--- src/rtl/plnf_pkg.sv ---
package plnf_pkg;

   localparam int MaxTapsDefault = 1024;
   localparam logic [15:0] AlphaReset = 16'hF000;
   localparam logic [30:0] ThreshReset = 31'd859;

   localparam logic CsrAlpha = 1'b0;
   localparam logic CsrThresh = 1'b1;

   typedef enum logic [3:0] {
      ST_IDLE,
      ST_BUILD_MUL,
      ST_BUILD_DIV,
      ST_BUILD_RND,
      ST_BUILD_WR,
      ST_MAC_RD,
      ST_MAC_WAIT,
      ST_MAC_MUL,
      ST_MAC_ACC,
      ST_FINISH,
      ST_OUT
   } state_type;

   function automatic logic signed [63:0] sat_add64(input logic signed [63:0] a,
                                                    input logic signed [63:0] b);
      logic signed [63:0] s;
      s = a + b;
      if (a[63] == b[63] && s[63] != a[63]) begin
         return a[63] ? {1'b1, 63'd0} : {1'b0, {63{1'b1}}};
      end
      return s;
   endfunction

endpackage

--- src/rtl/plnf_divider.sv ---
module plnf_divider
   import plnf_pkg::*;
(
   input  logic        clock,
   input  logic        reset,
   input  logic        start,
   input  logic [63:0] dividend,
   input  logic [63:0] divisor,
   output logic        done,
   output logic [63:0] quotient
);

   logic [63:0] rem_ff, rem_in;
   logic [63:0] quo_ff, quo_in;
   logic [6:0]  cnt_ff, cnt_in;
   logic        busy_ff, busy_in;
   logic [64:0] trial;

   always_comb begin
      rem_in  = rem_ff;
      quo_in  = quo_ff;
      cnt_in  = cnt_ff;
      busy_in = busy_ff;
      trial   = '0;
      if (start) begin
         rem_in  = '0;
         quo_in  = dividend;
         cnt_in  = 7'd64;
         busy_in = 1'b1;
      end else if (busy_ff) begin
         trial = {rem_ff, quo_ff[63]} - {1'b0, divisor};
         if (!trial[64]) begin
            rem_in = trial[63:0];
            quo_in = {quo_ff[62:0], 1'b1};
         end else begin
            rem_in = {rem_ff[62:0], quo_ff[63]};
            quo_in = {quo_ff[62:0], 1'b0};
         end
         cnt_in = cnt_ff - 7'd1;
         if (cnt_ff == 7'd1) busy_in = 1'b0;
      end
   end

   always_ff @(posedge clock) begin
      if (reset) begin
         busy_ff <= 1'b0;
         cnt_ff  <= '0;
      end else begin
         busy_ff <= busy_in;
         cnt_ff  <= cnt_in;
      end
      rem_ff <= rem_in;
      quo_ff <= quo_in;
   end

   assign done     = busy_ff && cnt_ff == 7'd1;
   assign quotient = {quo_ff[62:0], ~trial[64]};

endmodule

--- config.mk ---
export PLATFORM = sky130hd
export DESIGN_NAME = plnf_divider
export DESIGN_NICKNAME = d
export VERILOG_FILES = /design/src/rtl/plnf_pkg.sv /design/src/rtl/plnf_divider.sv
export SDC_FILE = /design/constraint.sdc
export NUM_CORES = 1
export LEC_CHECK = 0
export CAP_MARGIN = 20
export CORE_MARGIN = 3
export CORE_UTILIZATION = 59
export CTS_CLUSTER_DIAMETER = 30
export DETAILED_ROUTE_END_ITERATION = 8
export DONT_BUFFER_PORTS = 1
export GPL_TIMING_DRIVEN = 0
export PLACE_DENSITY = 0.75
export SYNTH_ARGS = -nofsm -noshare
export SYNTH_HDL_FRONTEND = slang
export SYNTH_SLANG_ARGS = --single-unit
--- constraint.sdc ---
create_clock -name clock -period 8.9 [get_ports clock]
set_input_delay 1.78 -clock clock [delete_from_list [all_inputs] [get_ports clock]]
set_output_delay 1.78 -clock clock [all_outputs]
set_load 0.01 [all_outputs]
==> flow_summary.toml, run 1 <==
[run_status]
status = "finished clean"

[power_and_ir_drop]
power_density_mw_per_mm2 = 166
ir_drop_uv = 156
leakage_nw = 4.76
total_power_mw = 1.96

[die]
initial_core_util_pct = 61.5
die_h_um = 142
core_mm2 = 0.0177
die_x_um = 142
ios = 196
rows = 48
dieArea_mm2 = 0.0201

[timing]
final-setup-viol-count = 0
clock.fmax_mhz = 150
fin_crit_ns = 6.67
slew_headroom_pct = 28.6
skew_ns = 0.0132
rsz0062_at_grt = "no"
fin_crit_sh_pct = 74.9
slew_violations = 0
fin_tns_setup_ns = 0
timing.final.ws_setup_ns = 2.23
hold_viol = 0
tightest_slew_ns = 1.06
holdWs_ns = 0.487

[place]
io_buffers = 0
dp_slack_ns = 2.35
place.gp.congestion = 0.985
dp.cells = 1484
placed_area_mm2 = 0.0112
dpl.hpwl_um = 22700

[yosys]
synth-edff-count = 64
syn_avg_cell_area_um2 = 8.64
synth.top_cells.by_area = "edfxtp_1, dfxtp_1, ha_1, mux2_2, mux2i_1"
synth.largest_area_cell = "edfxtp_1"
ys_ff_latch = 136
ys_warn_count = 0
syn_nets = 1456
synthDistinctLibCells = 72
yosysSeqAreaShare_pct = 31.0
synthCells = 1258
ys_async_sr_fraction_pct = 0
synth_top_area_share_pct = 17.7
synth_ff_type = "dfxtp_1"
syn_area_mm2 = 0.0109

[worst_setup_path]
crit_chain = "inv_1 -> ha_1 -> clkbuf_1 -> nand2_1 -> nor4_1 -> nand2_1 -> nand3_1 -> a32oi_2 -> o21a_1 -> o21ai_0 -> o21ai_0"
required_ns = 7.12
slowest_delay_ns = 0.83
crit_path_start_kind = "input pin"
critical_path_class = "input pin to output pin"
path_delay_family = "compound AO/OA/AOI/OAI gates"
crit_buf_inv = 2
cp.arrival_ns = 4.89
slowest_stage = "o21ai_0"
crit_fanout = 7
end_kind = "output pin"

[route]
routed_wl_um = 29400
drt_iter0_drc = 650
ant_nets = 0
viasPerCell = 6.13
via_count = 9300
remaining_drc_errors = 0
first_pass_iters = 5
wl_per_cell_um = 19.4

[grt]
antenna_found_initial = 0
grt_max_degree = 37
track_usage_pct = 29.1
grt_pass1_wl_um = 46500
grt_overflow = 0
grt_pass1_vias = 8965

[cells_and_area]
finalNonFillerCells = 1516
final_cell_mix = "nor2_1, nand2_1, a21oi_1, inv_1, dfxtp_1"
utilization_pct = 66.8
syn2layout_area_growth_pct = 8.53
n_antenna_cell = 0
final_common_cell = "nor2_1"
stdcell_area_mm2 = 0.0118
drive_above_1_share_pct = 15.6
layout.nets = 1476

[flow_run]
maxCapViolCount = 0

[clocking]
cts-resized-gates = 0
cts-root-buf = "clkbuf_16"
worst_skew_pair.late_latency_ns = 0.43
cts_tree = "built"
clockBufferDepth = 2
clkSlewWorstSetupHoldPaths_ns = 0.06
hold_buffers = 0
post-cts-setup-buffer-count = 0
clock_sinks = 136
numCtsBuffers = 17
htreeDepth = 4

[hold_path]
hp-class = "register to register"
## layer usage
metal,global-route usage (%),wire [µm],vias to the layer above
met5,0,0,-
met4,8.79,716,0
met3,6.13,2100,49
met2,47.5,13900,354
met1,38.9,12700,4323
li1,-,-,4574
## final cells by class
cell class / instances / area (µm²)
Buffer: 134 / 825
Clock buffer: 17 / 425
Clock inverter: 15 / 200
Fill cell: 1505 / 5860
Inverter: 79 / 297
Multi-Input combinational cell: 909 / 6380
Sequential cell: 136 / 3360
Tap cell: 225 / 282
Timing Repair Buffer: 1 / 20.0
## flip-flops by register name (all words and copies together) (netlist names)
name and count:
busy_ff 1, quo_ff 64, rem_ff 64, cnt_ff 7
## cells by family after synthesis
| logic type | share of synthesized area [%] |
|---|---|
| buffers and inverters | 10.3 |
| AO/OA/AOI/OAI | 20.3 |
| flip-flops | 31.0 |
| AND/OR/NAND/NOR | 14.9 |
| adder cells (fa/ha/maj) | 7.78 |
| multiplexers | 11.3 |
| XOR/XNOR | 4.51 |
## synth_stat cells (7+ instances only)
library cell	number
nor2_1	106
nand2_1	101
a21oi_1	79
inv_1	79
dfxtp_1	72
o21ai_0	69
ha_1	66
mux2_2	65
buf_4	64
edfxtp_1	64
mux2i_1	49
a211oi_1	42
clkbuf_1	40
xnor2_1	37
nand4_1	21
o21a_1	20
a21o_1	19
nand3_1	19
xor2_1	19
buf_2	17
o211ai_1	15
and3_1	12
o21bai_1	12
or3_1	12
nor3_1	11
and2_1	10
and4_1	8
nand2b_1	8
o31ai_1	8
a31oi_1	7
## final timing paths
path                      startpoint                 endpoint  slack [ns]  cells past startpoint
min          rem_ff[44]$_SDFFE_PP0P_  rem_ff[44]$_SDFFE_PP0P_        0.49                      2
max                      divisor[30]              quotient[0]        2.23                     11
min reg2reg  rem_ff[44]$_SDFFE_PP0P_  rem_ff[44]$_SDFFE_PP0P_        0.49                      2
max reg2reg  rem_ff[26]$_SDFFE_PP0P_  rem_ff[35]$_SDFFE_PP0P_        5.20                     11
## power by group
part	internal, mW	leakage, nW	switching, mW
Clock	0.431	0.304	0.322
Combinational	0.193	3.22	0.270
Sequential	0.713	1.23	0.0316
## worst reg2reg max path: cells and delay by family (launching register included)
kind | cells | cell delay, ns
simple gates | 4 | 0.94
compound gates | 5 | 1.81
fa+ha+maj | 1 | 0.28
flops | 1 | 0.35
buf+inv | 1 | 0.22
Power figures use the tool's default switching activity.
==> run 2, diff against run 1 <==
ABC_AREA = 1   (was not set)
PLACE_DENSITY = 0.78   (was 0.75)
clock period = 5.9 ns   (was 8.9 ns; I/O delays follow)
==> run 2 against run 1 <==
Against the previous run:
- first-iteration DRC count is 97% higher
- clock power rose by 39%
- synthesized area increased by 21%
- synthesized cell count grew 82%
- critical path type unchanged
- critical path depth grew 7
- total power is 28% higher
- largest cell class unchanged
- worst hold slack lost 0.011 ns
- final cell count rose by 71%
==> flow_summary.toml, run 2 <==
[yosys]
synth-edff-count = 64
synthTopCellsByCount = "nand2_1, inv_1, nand3_1, nor2_1, dfxtp_1"
synth_ff_type = "dfxtp_1"
synth.top_cells.by_area = "nand2_1, edfxtp_1, inv_1, dfxtp_1, ha_1"
synth_top_area_share_pct = 30.2
syn_nets = 2484
synthCells = 2286
ys_async_sr_fraction_pct = 0
yosysSeqAreaShare_pct = 25.6
synth.largest_area_cell = "nand2_1"
yosysMostFrequentCell = "nand2_1"
ys_warn_count = 0
synthDistinctLibCells = 34
syn_avg_cell_area_um2 = 5.74
syn_area_mm2 = 0.0131
ys_ff_latch = 136

[cells_and_area]
utilization_pct = 65.5
final_common_cell = "nand2_1"
syn2layout_area_growth_pct = 7.07
largest_registers = "quo_ff: 64 flops, rem_ff: 64 flops, cnt_ff: 7 flops"
finalNonFillerCells = 2594
n_antenna_cell = 0
final_cell_mix = "nand2_1, inv_1, nand3_1, nor2_1, dfxtp_1"
layout.nets = 2504
stdcell_area_mm2 = 0.0140
drive_above_1_share_pct = 7.16

[place]
place.gp.congestion = 1.07
dp.cells = 2562
dpl.hpwl_um = 33400
io_buffers = 0
placed_area_mm2 = 0.0135

[timing]
clock.fmax_mhz = 211
fin_crit_ns = 4.74
final-setup-viol-count = 0
slew_headroom_pct = 37.8
rsz0062_at_grt = "no"
hold_viol = 0
holdWs_ns = 0.475
fin_crit_sh_pct = 80.4
fin_tns_setup_ns = 0
skew_ns = 0.0115
slew_violations = 0
tightest_slew_ns = 0.933

[route]
viasPerCell = 5.11
first_pass_iters = 5
routed_wl_um = 40900
via_count = 13200
wl_per_cell_um = 15.8
remaining_drc_errors = 0
ant_nets = 0
drt_iter0_drc = 1283

[hold_path]
hp-class = "register to register"

[clocking]
hold_buffers = 0
htreeDepth = 4
clockBufferDepth = 2
cts_tree = "built"
cts-resized-gates = 0
worst_skew_pair.late_latency_ns = 0.43
numCtsBuffers = 17
clkSlewWorstSetupHoldPaths_ns = 0.07
cts-root-buf = "clkbuf_16"
post-cts-setup-buffer-count = 0
clock_sinks = 136

[worst_setup_path]
end_kind = "output pin"
required_ns = 4.72
crit_fanout = 10
crit_path_start_kind = "input pin"
cp.arrival_ns = 3.56
critical_path_class = "input pin to output pin"

[flow_run]
maxCapViolCount = 0

[grt]
track_usage_pct = 33.0
grt_pass1_vias = 12000
grt_max_degree = 47
grt_pass1_wl_um = 62100
antenna_found_initial = 0
grt_overflow = 0

[die]
rows = 53
ios = 196
die_x_um = 155
die_h_um = 155
initial_core_util_pct = 61.2
dieArea_mm2 = 0.0240
core_mm2 = 0.0214

[power_and_ir_drop]
power_density_mw_per_mm2 = 179
leakage_nw = 8.44
ir_drop_uv = 177

[run_status]
status = "finished clean"
run 2: path summary, 6_finish.rpt:
check / start / endpoint / slack [ns] / depth (start not counted)
setup / recovery: divisor[0] / quotient[0] / 1.16 / 18
setup reg to reg: quo_ff[63]$_DFFE_PP_ / rem_ff[56]$_SDFFE_PP0P_ / 2.84 / 20
hold reg to reg: rem_ff[8]$_SDFFE_PP0P_ / rem_ff[8]$_SDFFE_PP0P_ / 0.48 / 2
hold / removal: rem_ff[8]$_SDFFE_PP0P_ / rem_ff[8]$_SDFFE_PP0P_ / 0.48 / 2
run 2: layer usage:
layer / track usage, % / share of wire [%] / vias up
li1: - / - / 6745
met1: 44.8 / 44 / 5874
met2: 53.7 / 44 / 550
met3: 4.62 / 8.1 / 76
met4: 11.9 / 3.3 / 0
met5: 0 / 0 / -
run 2: cell families (layout without fill, tap and decap cells):
family,Yosys count,after routing,synth area share [%]
flip-flops,136,136,25.6
AO/OA/AOI/OAI,75,75,2.97
buffers and inverters,599,632,19.6
adder cells (fa/ha/maj),67,67,6.45
AND/OR/NAND/NOR,1375,1375,43.1
XOR/XNOR,34,34,2.27
run 2: worst max-delay path: stages:
cell	delay [ns]
ha_1	0.20
fa_1	0.41
inv_1	0.12
nand2_1	0.06
nand2_1	0.08
nand3_1	0.10
nand2_2	0.13
nand2_1	0.07
nand2_2	0.18
nand2_1	0.10
nand2_2	0.13
nand2_4	0.08
nand2_4	0.08
nand2_1	0.07
nand2_2	0.08
buf_6	0.20
buf_6	0.17
nand2_1	0.12
run 2: stage by stage:
step	worst slack, ns	power (mW)
final	1.16	2.52
after global routing	1.01	2.61
after CTS	1.20	2.52
after detailed placement	1.21	1.48
after global placement	1.23	1.47
after floorplan	1.69	1.38
run 2: cell type report:
type / count / area [µm²]
Tap cell: 275 / 344
Clock inverter: 15 / 138
Buffer: 105 / 713
Fill cell: 2142 / 7380
Timing Repair Buffer: 1 / 20.0
Sequential cell: 136 / 3360
Clock buffer: 17 / 425
Inverter: 494 / 1850
Multi-Input combinational cell: 1551 / 7180
run 2: report_power, final:
group | switching [mW] | internal (mW) | leakage, nW
clock network | 0.497 | 0.556 | 0.267
logic | 0.245 | 0.136 | 6.93
registers | 0.0295 | 1.05 | 1.24
total | 0.772 | 1.74 | 8.44
